File: config.mk
export PLATFORM = sky130hd
export DESIGN_NAME = sample_trim_nudge_core
export DESIGN_NICKNAME = d
export VERILOG_FILES = /design/src/stn_pkg.sv /design/src/stn_front.sv /design/src/stn_clamp.sv /design/src/stn_align.sv /design/src/sample_trim_nudge_core.sv
export SDC_FILE = /design/constraint.sdc
export NUM_CORES = 2
export LEC_CHECK = 0
export BUFFER_PORTS_ARGS = -buffer_cell sky130_fd_sc_hd__buf_4
export CORE_UTILIZATION = 49
export DETAILED_ROUTE_END_ITERATION = 6
export PLACE_DENSITY = 0.71
export SYNTH_ARGS = -nofsm -noshare
export SYNTH_HDL_FRONTEND = slang
export SYNTH_SLANG_ARGS = --single-unit
File: constraint.sdc
create_clock -name clk -period 18.8 [get_ports clk]
set_input_delay 0.94 -clock clk [delete_from_list [all_inputs] [get_ports clk]]
set_output_delay 0.94 -clock clk [all_outputs]
set_load 0.005 [all_outputs]
File: src/stn_pkg.sv
// ----------------------------------------------------------------------------
// Sample trim nudge package
// Widths, constants and payload types shared by the trim nudge pipeline.
// ----------------------------------------------------------------------------
package stn_pkg;

  localparam int BYTE_COUNT_WIDTH = 32;
  localparam int BC_W             = BYTE_COUNT_WIDTH;
  localparam int FIELD_W          = 32;
  localparam int FINE_W           = 13;
  localparam int RATE_W           = 18;
  localparam int ALIGN_W          = 4;
  localparam int MIN_W            = 16;
  localparam int MAG_W            = FINE_W;
  localparam int SQ_W             = 2 * MAG_W;
  localparam int FR_W             = RATE_W + ALIGN_W;
  localparam int RATE_STEP_SHIFT  = 12;
  localparam int SIZE_STEP_SHIFT  = 14;
  localparam int STEP_W           = (FR_W - RATE_STEP_SHIFT > BC_W - SIZE_STEP_SHIFT) ?
                                    (FR_W - RATE_STEP_SHIFT) : (BC_W - SIZE_STEP_SHIFT);
  localparam int DELTA_W          = STEP_W + SQ_W;
  localparam int RAW_W            = ((DELTA_W > BC_W) ? DELTA_W : BC_W) + 1;
  localparam int CMP_W            = (BC_W > FR_W) ? BC_W : FR_W;

  localparam int REM_BITS         = 8;
  localparam int REM_STAGES       = (BC_W + REM_BITS - 1) / REM_BITS;
  localparam int PAD_W            = REM_STAGES * REM_BITS;

  localparam int FRONT_STAGES     = 3;
  localparam int CLAMP_STAGES     = 2;
  localparam int TAIL_STAGES      = 3;
  localparam int LATENCY          = FRONT_STAGES + CLAMP_STAGES + REM_STAGES + TAIL_STAGES;

  localparam int IN_FIELDS_W      = FINE_W + RATE_W + ALIGN_W + 4 * FIELD_W;
  localparam int IN_TDATA_W       = ((IN_FIELDS_W + 7) / 8) * 8;
  localparam int OUT_TDATA_W      = 3 * FIELD_W;
  localparam int CFG_ADDR_W       = 3;
  localparam int CFG_DATA_W       = 32;

  localparam logic [MIN_W-1:0] RESET_MIN_TRIM = MIN_W'(4412);
  localparam logic [BC_W-1:0]  LARGE_SAMPLE   = BC_W'(32768);

  localparam logic MODE_START   = 1'b0;
  localparam logic MODE_SIZE    = 1'b1;
  localparam logic REG_MIN_TRIM = 1'b0;

  typedef logic [BC_W-1:0]    bc_t;
  typedef logic [FIELD_W-1:0] field_t;
  typedef logic [ALIGN_W-1:0] align_t;

  typedef struct packed {
    logic              mode;
    logic [FINE_W-1:0] fine;
    bc_t               total_bytes;
    logic [RATE_W-1:0] rate_hz;
    align_t            align_bytes;
    bc_t               start_in;
    bc_t               size_in;
    bc_t               end_in;
  } item_t;

  typedef struct packed {
    logic   mode;
    logic   neg;
    bc_t    total_bytes;
    bc_t    start_in;
    bc_t    size_in;
    bc_t    end_in;
    align_t align_bytes;
  } ctx_t;

  typedef struct packed {
    ctx_t               ctx;
    logic [DELTA_W-1:0] delta;
  } nudge_t;

  typedef struct packed {
    logic   mode;
    bc_t    x;
    bc_t    y;
    bc_t    total_bytes;
    align_t align_bytes;
  } trim_t;

  typedef struct packed {
    field_t end_out;
    field_t size_out;
    field_t start_out;
  } result_t;

endpackage

File: src/stn_front.sv
// ----------------------------------------------------------------------------
// Sample trim nudge front end
// Three stages: frame rate and knob square, step selection, displacement.
// ----------------------------------------------------------------------------
module stn_front (
  input  logic           clk,
  input  logic           rst_n,
  input  logic           in_valid,
  output logic           in_ready,
  input  stn_pkg::item_t in_item,
  output logic           out_valid,
  input  logic           out_ready,
  output stn_pkg::nudge_t out_item
);
  import stn_pkg::*;

  typedef struct packed {
    ctx_t              ctx;
    logic [FR_W-1:0]   frame_rate;
    logic [SQ_W-1:0]   sq;
  } s1_t;

  typedef struct packed {
    ctx_t              ctx;
    logic [STEP_W-1:0] step;
    logic [SQ_W-1:0]   sq;
  } s2_t;

  s1_t    s1_r, s1_nxt;
  s2_t    s2_r, s2_nxt;
  nudge_t s3_r, s3_nxt;
  logic   v1_r, v2_r, v3_r;
  logic   rdy1, rdy2, rdy3;
  align_t align_eff;
  logic [MAG_W-1:0] mag;

  assign rdy3      = !v3_r || out_ready;
  assign rdy2      = !v2_r || rdy3;
  assign rdy1      = !v1_r || rdy2;
  assign in_ready  = rdy1;
  assign out_valid = v3_r;
  assign out_item  = s3_r;

  assign align_eff = (in_item.align_bytes == '0) ? ALIGN_W'(1) : in_item.align_bytes;
  assign mag       = in_item.fine[FINE_W-1] ? (MAG_W'(0) - in_item.fine) : in_item.fine;

  always_comb begin
    s1_nxt.ctx.mode        = in_item.mode;
    s1_nxt.ctx.neg         = in_item.fine[FINE_W-1];
    s1_nxt.ctx.total_bytes = in_item.total_bytes;
    s1_nxt.ctx.start_in    = in_item.start_in;
    s1_nxt.ctx.size_in     = in_item.size_in;
    s1_nxt.ctx.end_in      = in_item.end_in;
    s1_nxt.ctx.align_bytes = align_eff;
    s1_nxt.frame_rate      = FR_W'(in_item.rate_hz) * FR_W'(align_eff);
    s1_nxt.sq              = SQ_W'(mag) * SQ_W'(mag);
  end

  always_comb begin
    s2_nxt.ctx = s1_r.ctx;
    s2_nxt.sq  = s1_r.sq;
    if (CMP_W'(s1_r.ctx.total_bytes) > CMP_W'(s1_r.frame_rate)) begin
      s2_nxt.step = STEP_W'(s1_r.frame_rate >> RATE_STEP_SHIFT);
    end else if (s1_r.ctx.total_bytes >= LARGE_SAMPLE) begin
      s2_nxt.step = STEP_W'(s1_r.ctx.total_bytes >> SIZE_STEP_SHIFT);
    end else begin
      s2_nxt.step = STEP_W'(1);
    end
  end

  always_comb begin
    s3_nxt.ctx   = s2_r.ctx;
    s3_nxt.delta = DELTA_W'(s2_r.step) * DELTA_W'(s2_r.sq);
  end

  always_ff @(posedge clk) begin
    if (!rst_n) begin
      v1_r <= 1'b0;
      v2_r <= 1'b0;
      v3_r <= 1'b0;
    end else begin
      if (rdy1) v1_r <= in_valid;
      if (rdy2) v2_r <= v1_r;
      if (rdy3) v3_r <= v2_r;
    end
  end

  always_ff @(posedge clk) begin
    if (rdy1) s1_r <= s1_nxt;
    if (rdy2) s2_r <= s2_nxt;
    if (rdy3) s3_r <= s3_nxt;
  end

endmodule

File: src/stn_clamp.sv
// ----------------------------------------------------------------------------
// Sample trim nudge clamp
// Two stages: move start or size by the displacement, then clamp it.
// ----------------------------------------------------------------------------
module stn_clamp (
  input  logic                      clk,
  input  logic                      rst_n,
  input  logic [stn_pkg::MIN_W-1:0] min_trim,
  input  logic                      in_valid,
  output logic                      in_ready,
  input  stn_pkg::nudge_t           in_item,
  output logic                      out_valid,
  input  logic                      out_ready,
  output stn_pkg::trim_t            out_item
);
  import stn_pkg::*;

  typedef struct packed {
    logic             mode;
    logic [RAW_W-1:0] raw;
    bc_t              lim;
    bc_t              y;
    bc_t              total_bytes;
    align_t           align_bytes;
  } s4_t;

  s4_t   s4_r, s4_nxt;
  trim_t s5_r, s5_nxt;
  logic  v4_r, v5_r;
  logic  rdy4, rdy5;
  logic  shrink;
  logic [RAW_W-1:0] d, st, sz, mn;

  assign rdy5      = !v5_r || out_ready;
  assign rdy4      = !v4_r || rdy5;
  assign in_ready  = rdy4;
  assign out_valid = v5_r;
  assign out_item  = s5_r;

  assign shrink = in_item.ctx.neg && (in_item.delta != '0);
  assign d      = RAW_W'(in_item.delta);
  assign st     = RAW_W'(in_item.ctx.start_in);
  assign sz     = RAW_W'(in_item.ctx.size_in);
  assign mn     = RAW_W'(min_trim);

  always_comb begin
    s4_nxt.mode        = in_item.ctx.mode;
    s4_nxt.total_bytes = in_item.ctx.total_bytes;
    s4_nxt.align_bytes = in_item.ctx.align_bytes;
    if (in_item.ctx.mode == MODE_SIZE) begin
      s4_nxt.lim = in_item.ctx.total_bytes;
      s4_nxt.y   = in_item.ctx.start_in;
      if (shrink) begin
        s4_nxt.raw = (sz > d + mn) ? (sz - d) : mn;
      end else begin
        s4_nxt.raw = sz + d;
      end
    end else begin
      s4_nxt.lim = in_item.ctx.end_in;
      s4_nxt.y   = in_item.ctx.size_in;
      if (shrink) begin
        s4_nxt.raw = (st > d) ? (st - d) : '0;
      end else begin
        s4_nxt.raw = st + d;
      end
    end
  end

  always_comb begin
    s5_nxt.mode        = s4_r.mode;
    s5_nxt.y           = s4_r.y;
    s5_nxt.total_bytes = s4_r.total_bytes;
    s5_nxt.align_bytes = s4_r.align_bytes;
    s5_nxt.x           = (s4_r.raw > RAW_W'(s4_r.lim)) ? s4_r.lim : BC_W'(s4_r.raw);
  end

  always_ff @(posedge clk) begin
    if (!rst_n) begin
      v4_r <= 1'b0;
      v5_r <= 1'b0;
    end else begin
      if (rdy4) v4_r <= in_valid;
      if (rdy5) v5_r <= v4_r;
    end
  end

  always_ff @(posedge clk) begin
    if (rdy4) s4_r <= s4_nxt;
    if (rdy5) s5_r <= s5_nxt;
  end

endmodule

File: src/stn_align.sv
// ----------------------------------------------------------------------------
// Sample trim nudge alignment
// Bytewise remainder stages for the moved value, the passed value and the
// sample size, then align down, end clipping and the output register.
// ----------------------------------------------------------------------------
module stn_align (
  input  logic             clk,
  input  logic             rst_n,
  input  logic             in_valid,
  output logic             in_ready,
  input  stn_pkg::trim_t   in_item,
  output logic             out_valid,
  input  logic             out_ready,
  output stn_pkg::result_t out_item
);
  import stn_pkg::*;

  typedef struct packed {
    logic   mode;
    bc_t    x;
    bc_t    y;
    bc_t    total_bytes;
    align_t align_bytes;
    align_t rx;
    align_t ry;
    align_t rt;
  } rs_t;

  typedef struct packed {
    logic   mode;
    bc_t    s_al;
    bc_t    y;
    bc_t    total_bytes;
    align_t ry;
    align_t rt;
  } t1_t;

  typedef struct packed {
    logic   mode;
    bc_t    s_al;
    bc_t    y;
    bc_t    e;
    align_t re;
  } t2_t;

  function automatic align_t rem_byte(align_t r_in, logic [REM_BITS-1:0] b, align_t a);
    logic [ALIGN_W:0] t;
    align_t           r;
    r = r_in;
    for (int i = REM_BITS - 1; i >= 0; i--) begin
      t = {r, b[i]};
      if (t >= {1'b0, a}) t = t - {1'b0, a};
      r = t[ALIGN_W-1:0];
    end
    return r;
  endfunction

  rs_t     src_pl [REM_STAGES];
  logic    src_v  [REM_STAGES];
  rs_t     rs_r   [REM_STAGES];
  rs_t     rs_nxt [REM_STAGES];
  logic    rv_r   [REM_STAGES];
  logic    rrdy   [REM_STAGES+1];
  t1_t     t1_r, t1_nxt;
  t2_t     t2_r, t2_nxt;
  result_t o_r, o_nxt;
  logic    t1v_r, t2v_r, ov_r;
  logic    t1_rdy, t2_rdy, o_rdy;
  logic [BC_W:0] sum;
  logic    clip;

  assign o_rdy            = !ov_r || out_ready;
  assign t2_rdy           = !t2v_r || o_rdy;
  assign t1_rdy           = !t1v_r || t2_rdy;
  assign rrdy[REM_STAGES] = t1_rdy;
  assign in_ready         = rrdy[0];
  assign out_valid        = ov_r;
  assign out_item         = o_r;

  always_comb begin
    src_pl[0].mode        = in_item.mode;
    src_pl[0].x           = in_item.x;
    src_pl[0].y           = in_item.y;
    src_pl[0].total_bytes = in_item.total_bytes;
    src_pl[0].align_bytes = in_item.align_bytes;
    src_pl[0].rx          = '0;
    src_pl[0].ry          = '0;
    src_pl[0].rt          = '0;
    src_v[0]              = in_valid;
  end

  for (genvar k = 0; k < REM_STAGES; k++) begin : g_rem
    localparam int HI = PAD_W - 1 - REM_BITS * k;
    logic [PAD_W-1:0] px, py, pt;

    if (k > 0) begin : g_link
      assign src_pl[k] = rs_r[k-1];
      assign src_v[k]  = rv_r[k-1];
    end

    assign px      = PAD_W'(src_pl[k].x);
    assign py      = PAD_W'(src_pl[k].y);
    assign pt      = PAD_W'(src_pl[k].total_bytes);
    assign rrdy[k] = !rv_r[k] || rrdy[k+1];

    always_comb begin
      rs_nxt[k]    = src_pl[k];
      rs_nxt[k].rx = rem_byte(src_pl[k].rx, px[HI -: REM_BITS], src_pl[k].align_bytes);
      rs_nxt[k].ry = rem_byte(src_pl[k].ry, py[HI -: REM_BITS], src_pl[k].align_bytes);
      rs_nxt[k].rt = rem_byte(src_pl[k].rt, pt[HI -: REM_BITS], src_pl[k].align_bytes);
    end

    always_ff @(posedge clk) begin
      if (!rst_n) begin
        rv_r[k] <= 1'b0;
      end else if (rrdy[k]) begin
        rv_r[k] <= src_v[k];
      end
    end

    always_ff @(posedge clk) begin
      if (rrdy[k]) rs_r[k] <= rs_nxt[k];
    end
  end

  always_comb begin
    t1_nxt.mode        = rs_r[REM_STAGES-1].mode;
    t1_nxt.s_al        = rs_r[REM_STAGES-1].x - BC_W'(rs_r[REM_STAGES-1].rx);
    t1_nxt.y           = rs_r[REM_STAGES-1].y;
    t1_nxt.total_bytes = rs_r[REM_STAGES-1].total_bytes;
    t1_nxt.ry          = rs_r[REM_STAGES-1].ry;
    t1_nxt.rt          = rs_r[REM_STAGES-1].rt;
  end

  assign sum  = (BC_W+1)'(t1_r.s_al) + (BC_W+1)'(t1_r.y);
  assign clip = sum > (BC_W+1)'(t1_r.total_bytes);

  always_comb begin
    t2_nxt.mode = t1_r.mode;
    t2_nxt.s_al = t1_r.s_al;
    t2_nxt.y    = t1_r.y;
    t2_nxt.e    = clip ? t1_r.total_bytes : BC_W'(sum);
    t2_nxt.re   = clip ? t1_r.rt : t1_r.ry;
  end

  always_comb begin
    o_nxt.end_out = FIELD_W'(t2_r.e - BC_W'(t2_r.re));
    if (t2_r.mode == MODE_SIZE) begin
      o_nxt.start_out = FIELD_W'(t2_r.y);
      o_nxt.size_out  = FIELD_W'(t2_r.s_al);
    end else begin
      o_nxt.start_out = FIELD_W'(t2_r.s_al);
      o_nxt.size_out  = FIELD_W'(t2_r.y);
    end
  end

  always_ff @(posedge clk) begin
    if (!rst_n) begin
      t1v_r <= 1'b0;
      t2v_r <= 1'b0;
      ov_r  <= 1'b0;
    end else begin
      if (t1_rdy) t1v_r <= rv_r[REM_STAGES-1];
      if (t2_rdy) t2v_r <= t1v_r;
      if (o_rdy)  ov_r  <= t2v_r;
    end
  end

  always_ff @(posedge clk) begin
    if (t1_rdy) t1_r <= t1_nxt;
    if (t2_rdy) t2_r <= t2_nxt;
    if (o_rdy)  o_r  <= o_nxt;
  end

endmodule

File: src/sample_trim_nudge_core.sv
// ----------------------------------------------------------------------------
// Sample trim nudge core
// One knob nudge moves the trim start or size of a sample, with the trim end
// following, all aligned down to the frame size.
// ----------------------------------------------------------------------------
// Each input beat carries a nudge and the current trim window: mode on
// in_tuser, the other fields packed in in_tdata. Each input beat gives exactly
// one output beat with the new start, size and end on out_tdata, in order.
// The pipeline takes one beat per cycle unless a stalled receiver has filled
// every stage. Each beat passes through three front stages (two multipliers,
// step select, displacement multiply), two clamp stages, one remainder stage
// per byte of the byte count, and three stages for align, end clip and output.
// Every stage holds its own valid bit, so a stalled receiver only stops the
// stages that are full; bubbles close up and in_tready stays high until every
// stage holds a beat, after which it follows out_tready.
// min_trim_size sits at byte address 0 of the APB port and resets to 4412.
// Reset empties the pipeline; it must be written only while no beat is in
// flight.
// ----------------------------------------------------------------------------
module sample_trim_nudge_core (
  input  logic                               clk,
  input  logic                               rst_n,
  input  logic                               in_tvalid,
  output logic                               in_tready,
  // fine, total_bytes, rate_hz, align_bytes, start_in, size_in, end_in, zero pad
  input  logic [stn_pkg::IN_TDATA_W-1:0]     in_tdata,
  // mode
  input  logic                               in_tuser,
  output logic                               out_tvalid,
  input  logic                               out_tready,
  // start_out, size_out, end_out
  output logic [stn_pkg::OUT_TDATA_W-1:0]    out_tdata,
  input  logic                               cfg_psel,
  input  logic                               cfg_penable,
  input  logic                               cfg_pwrite,
  input  logic [stn_pkg::CFG_ADDR_W-1:0]     cfg_paddr,
  input  logic [stn_pkg::CFG_DATA_W-1:0]     cfg_pwdata,
  output logic [stn_pkg::CFG_DATA_W-1:0]     cfg_prdata,
  output logic                               cfg_pready
);
  import stn_pkg::*;

  localparam int FINE_LSB  = 0;
  localparam int TOTAL_LSB = FINE_LSB + FINE_W;
  localparam int RATE_LSB  = TOTAL_LSB + FIELD_W;
  localparam int ALIGN_LSB = RATE_LSB + RATE_W;
  localparam int START_LSB = ALIGN_LSB + ALIGN_W;
  localparam int SIZE_LSB  = START_LSB + FIELD_W;
  localparam int END_LSB   = SIZE_LSB + FIELD_W;

  item_t   item;
  nudge_t  nudge;
  trim_t   trim;
  result_t res;
  logic    f_valid, f_ready, c_valid, c_ready;
  logic    cfg_wr;
  logic    reg_sel;
  logic [MIN_W-1:0] min_trim_r, min_trim_nxt;

  assign item.mode        = in_tuser;
  assign item.fine        = in_tdata[FINE_LSB +: FINE_W];
  assign item.total_bytes = BC_W'(in_tdata[TOTAL_LSB +: FIELD_W]);
  assign item.rate_hz     = in_tdata[RATE_LSB +: RATE_W];
  assign item.align_bytes = in_tdata[ALIGN_LSB +: ALIGN_W];
  assign item.start_in    = BC_W'(in_tdata[START_LSB +: FIELD_W]);
  assign item.size_in     = BC_W'(in_tdata[SIZE_LSB +: FIELD_W]);
  assign item.end_in      = BC_W'(in_tdata[END_LSB +: FIELD_W]);

  assign cfg_pready = 1'b1;
  assign cfg_wr     = cfg_psel && cfg_penable && cfg_pwrite && cfg_pready;
  assign reg_sel    = cfg_paddr[2];

  always_comb begin
    min_trim_nxt = min_trim_r;
    if (cfg_wr && reg_sel == REG_MIN_TRIM) min_trim_nxt = cfg_pwdata[MIN_W-1:0];
  end

  always_comb begin
    case (reg_sel)
      REG_MIN_TRIM: cfg_prdata = CFG_DATA_W'(min_trim_r);
      default:      cfg_prdata = '0;
    endcase
  end

  always_ff @(posedge clk) begin
    if (!rst_n) begin
      min_trim_r <= RESET_MIN_TRIM;
    end else begin
      min_trim_r <= min_trim_nxt;
    end
  end

  stn_front u_front (
    .clk       (clk),
    .rst_n     (rst_n),
    .in_valid  (in_tvalid),
    .in_ready  (in_tready),
    .in_item   (item),
    .out_valid (f_valid),
    .out_ready (f_ready),
    .out_item  (nudge)
  );

  stn_clamp u_clamp (
    .clk       (clk),
    .rst_n     (rst_n),
    .min_trim  (min_trim_r),
    .in_valid  (f_valid),
    .in_ready  (f_ready),
    .in_item   (nudge),
    .out_valid (c_valid),
    .out_ready (c_ready),
    .out_item  (trim)
  );

  stn_align u_align (
    .clk       (clk),
    .rst_n     (rst_n),
    .in_valid  (c_valid),
    .in_ready  (c_ready),
    .in_item   (trim),
    .out_valid (out_tvalid),
    .out_ready (out_tready),
    .out_item  (res)
  );

  assign out_tdata = {res.end_out, res.size_out, res.start_out};

endmodule

==> flow_summary_export.csv <==
group,metric,value,unit
logic_synthesis,synth-async-reset-ratio,0,%
critical_path,path_class,"reg2reg",
critical_path,cp.required,19.37,ns
critical_path,path_max_fanout,30,
timing,skew,0.0488,ns
timing,final.setup.tns,0,ns
clocking,clk_pin_slew,0.06,ns
route,routedWlPerCell,21.2,µm
place,post_dp_cell_area,109000,µm²
layout,syn_to_final_growth,10.7,%
route,vias_per_cell,5.66,
grt,grt_max_degree,139,
route,final_antenna_net_count,0,
critical_path,worstPathArrival,15.21,ns
clocking,hold_buffers,0,
floorplanning,num_io_pins,342,
floorplanning,die_w,462,µm
clocking,cts_root_buffer,"clkbuf_16",
logic_synthesis,ys_seq_area_share,44.9,%
layout,nets,10900,
place,dp_hpwl,199,mm
critical_path,crit_path_max_incr_delay,0.47,ns
hold_path,hold_path_class,"in2reg",
grt,grt_pass1_wl,399,mm
clocking,cts_tree,"built",
logic_synthesis,synth_ff_type,"edfxtp_1",
layout,fin_util,54.7,%
logic_synthesis,synth_top_area_share,44.4,%
timing,finalCriticalPeriod,14.64,ns
logic_synthesis,ys_types,117,
layout,regArea,46600,µm²
floorplanning,fp.dieH,462,µm
timing,hold_violations,0,
layout,final_common_cell,"edfxtp_1",
route,first_iter_violations,4953,
timing,tightestPinTransition,1.28,ns
logic_synthesis,synth_cells,8872,
clocking,post_cts_resized,0,
clocking,cts_buffers,161,
route,route.detailed.drc,0,
grt,grt_pass1_vias,70900,
floorplanning,die-area,214000,µm²
route,drt-pass1-iter-count,7,
logic_synthesis,postSynthAreaPerCell,11.7,µm²
route,wl,258,mm
floorplanning,start_util,49.4,%
critical_path,cp-start-kind,"flip-flop",
clocking,cts.sinks,1561,
logic_synthesis,synth_warnings,0,
clocking,cts_setup_buffers,0,
timing,fmax,68.3,MHz
layout,fillerInstances,17500,
grt,grtUsageTotal,24.0,%
logic_synthesis,synth_area,104000,µm²
clocking,clk_path_buf_depth,3,
clocking,clkLatencyLatePin,0.84,ns
layout,fin_area,115000,µm²
layout,layout_common_cells,"1536 x edfxtp_1, 1050 x inv_1, 910 x ha_1, 749 x nand2_1, 601 x fa_1",
critical_path,cp_top_family,"compound AO/OA/AOI/OAI gates",
timing,drv_slew,0,
timing,finalSetupViolCount,0,
status,status,"finished clean",
clocking,htreeDepth,4,
floorplanning,coreArea,210000,µm²
grt,grt_overflow,0,
layout,drive_gt1_share,11.2,%
critical_path,critPathCaptureType,"flip-flop",
route,vias,68800,
logic_synthesis,yosys.area.top_type,"edfxtp_1",
logic_synthesis,synth-edff-count,1536,
place,portBuffers,301,
critical_path,crit_path_top_delay_cell,"buf_4",
critical_path,cp.buffers_inverters,9,
floorplanning,fp-row-count,168,
timing,rsz0062_at_grt,"no",
job,max_cap_violations,0,
timing,min_period_over_period,77.9,%
timing,relSlewSlack,14.4,%
place,place_congestion,0.976,
layout,multiInputGateArea,52500,µm²
logic_synthesis,synth_area_leaders,"edfxtp_1 44%, fa_1 12%, ha_1 11%",
logic_synthesis,ys_ff_latch,1561,
grt,grt_antenna_before_repair,16,
## cells by family (layout without fill, tap and decap cells)
| logic type | Yosys count | after routing | synth area share (%) |
|---|---|---|---|
| AND/OR/NAND/NOR | 2073 | 2073 | 9.67 |
| AO/OA/AOI/OAI | 1641 | 1641 | 10.7 |
| flip-flops | 1561 | 1561 | 44.9 |
| adder cells (fa/ha/maj) | 1511 | 1511 | 22.5 |
| buffers and inverters | 1300 | 1737 | 4.77 |
| multiplexers | 398 | 398 | 4.18 |
| XOR/XNOR | 386 | 386 | 3.25 |
| other | 2 | 40 | 0.00723 |
## layer usage
metal | up-vias | wire, µm | GRT usage (%)
met5 | - | 92 | 0
met3 | 592 | 14400 | 3.64
met2 | 2124 | 125000 | 41.1
met1 | 33900 | 105000 | 29.6
met4 | 12 | 13000 | 11.6
li1 | 32100 | - | -
## stage by stage
step | setup slack, ns | hold WS, ns | cells
6_report | 4.16 | 0.276 | 12200
5_1_grt | 2.84 | 0.229 | 12100
4_1_cts | 4.18 | 0.202 | 12100
3_5_place_dp | 4.32 | 0.405 | 11800
3_3_place_gp | 4.78 | 0.400 | 11800
2_1_floorplan | 4.77 | 0.400 | 8907
## synth_stat cells, types with 23 or more instances
cell,instances
inv_1,1058
clkbuf_1,205
xnor2_1,230
o21ai_0,327
or4_1,23
a211oi_1,43
edfxtp_1,1536
nor4_1,40
o21a_1,61
xor2_1,156
nor3_1,114
dfxtp_1,25
mux2_2,261
ha_1,910
and2_1,197
o21bai_1,54
mux2i_1,123
a21oi_1,416
fa_1,601
o211ai_1,45
or3_1,52
a21o_1,210
nand3_1,105
nor2b_1,97
a31oi_1,37
o31ai_1,46
nand2_1,753
a21boi_0,30
nand2b_1,100
and3_1,28
nor2_1,399
nand4_1,64
## path summary, 6_finish.rpt
| check | slack [ns] | endpoint | startpoint | cells past startpoint |
|---|---|---|---|---|
| worst max-delay path | 4.16 | u_align.rs_r[1][6] | u_align.rs_r[0][13] | 63 |
| worst min-delay path | 0.28 | u_front.s1_r[153] | in_tdata[18] | 1 |
| worst max register to register | 4.16 | u_align.rs_r[1][6] | u_align.rs_r[0][13] | 63 |
| worst min register to register | 0.39 | u_front.s2_r[87] | u_front.s1_r[91] | 0 |
## registers in the layout, summed over array words and instances, names as in the netlist, 4 cells and up
signal,cells
u_align.t2_r,101
u_align.t1_r,105
u_front.s1_r,181
u_align.rs_r,448
min_trim_r,16
u_clamp.s4_r,146
u_front.s2_r,177
u_align.rv_r,4
u_front.out_item,178
u_align.out_item,96
u_clamp.out_item,101
## final cells by class
cell class                 instances  share of cell area [%]
multi-input combinational       6046                    45.7
sequential                      1561                    40.6
clock buffer                     184                    3.61
inverter                        1061                    3.48
tap                             2805                    3.05
timing repair buffer             375                    2.46
clock inverter                   117                    1.17
antenna                            3                 0.00653
Power is not shown: default switching activity piles up to over one toggle a cycle in this logic, so the estimate is an artifact.
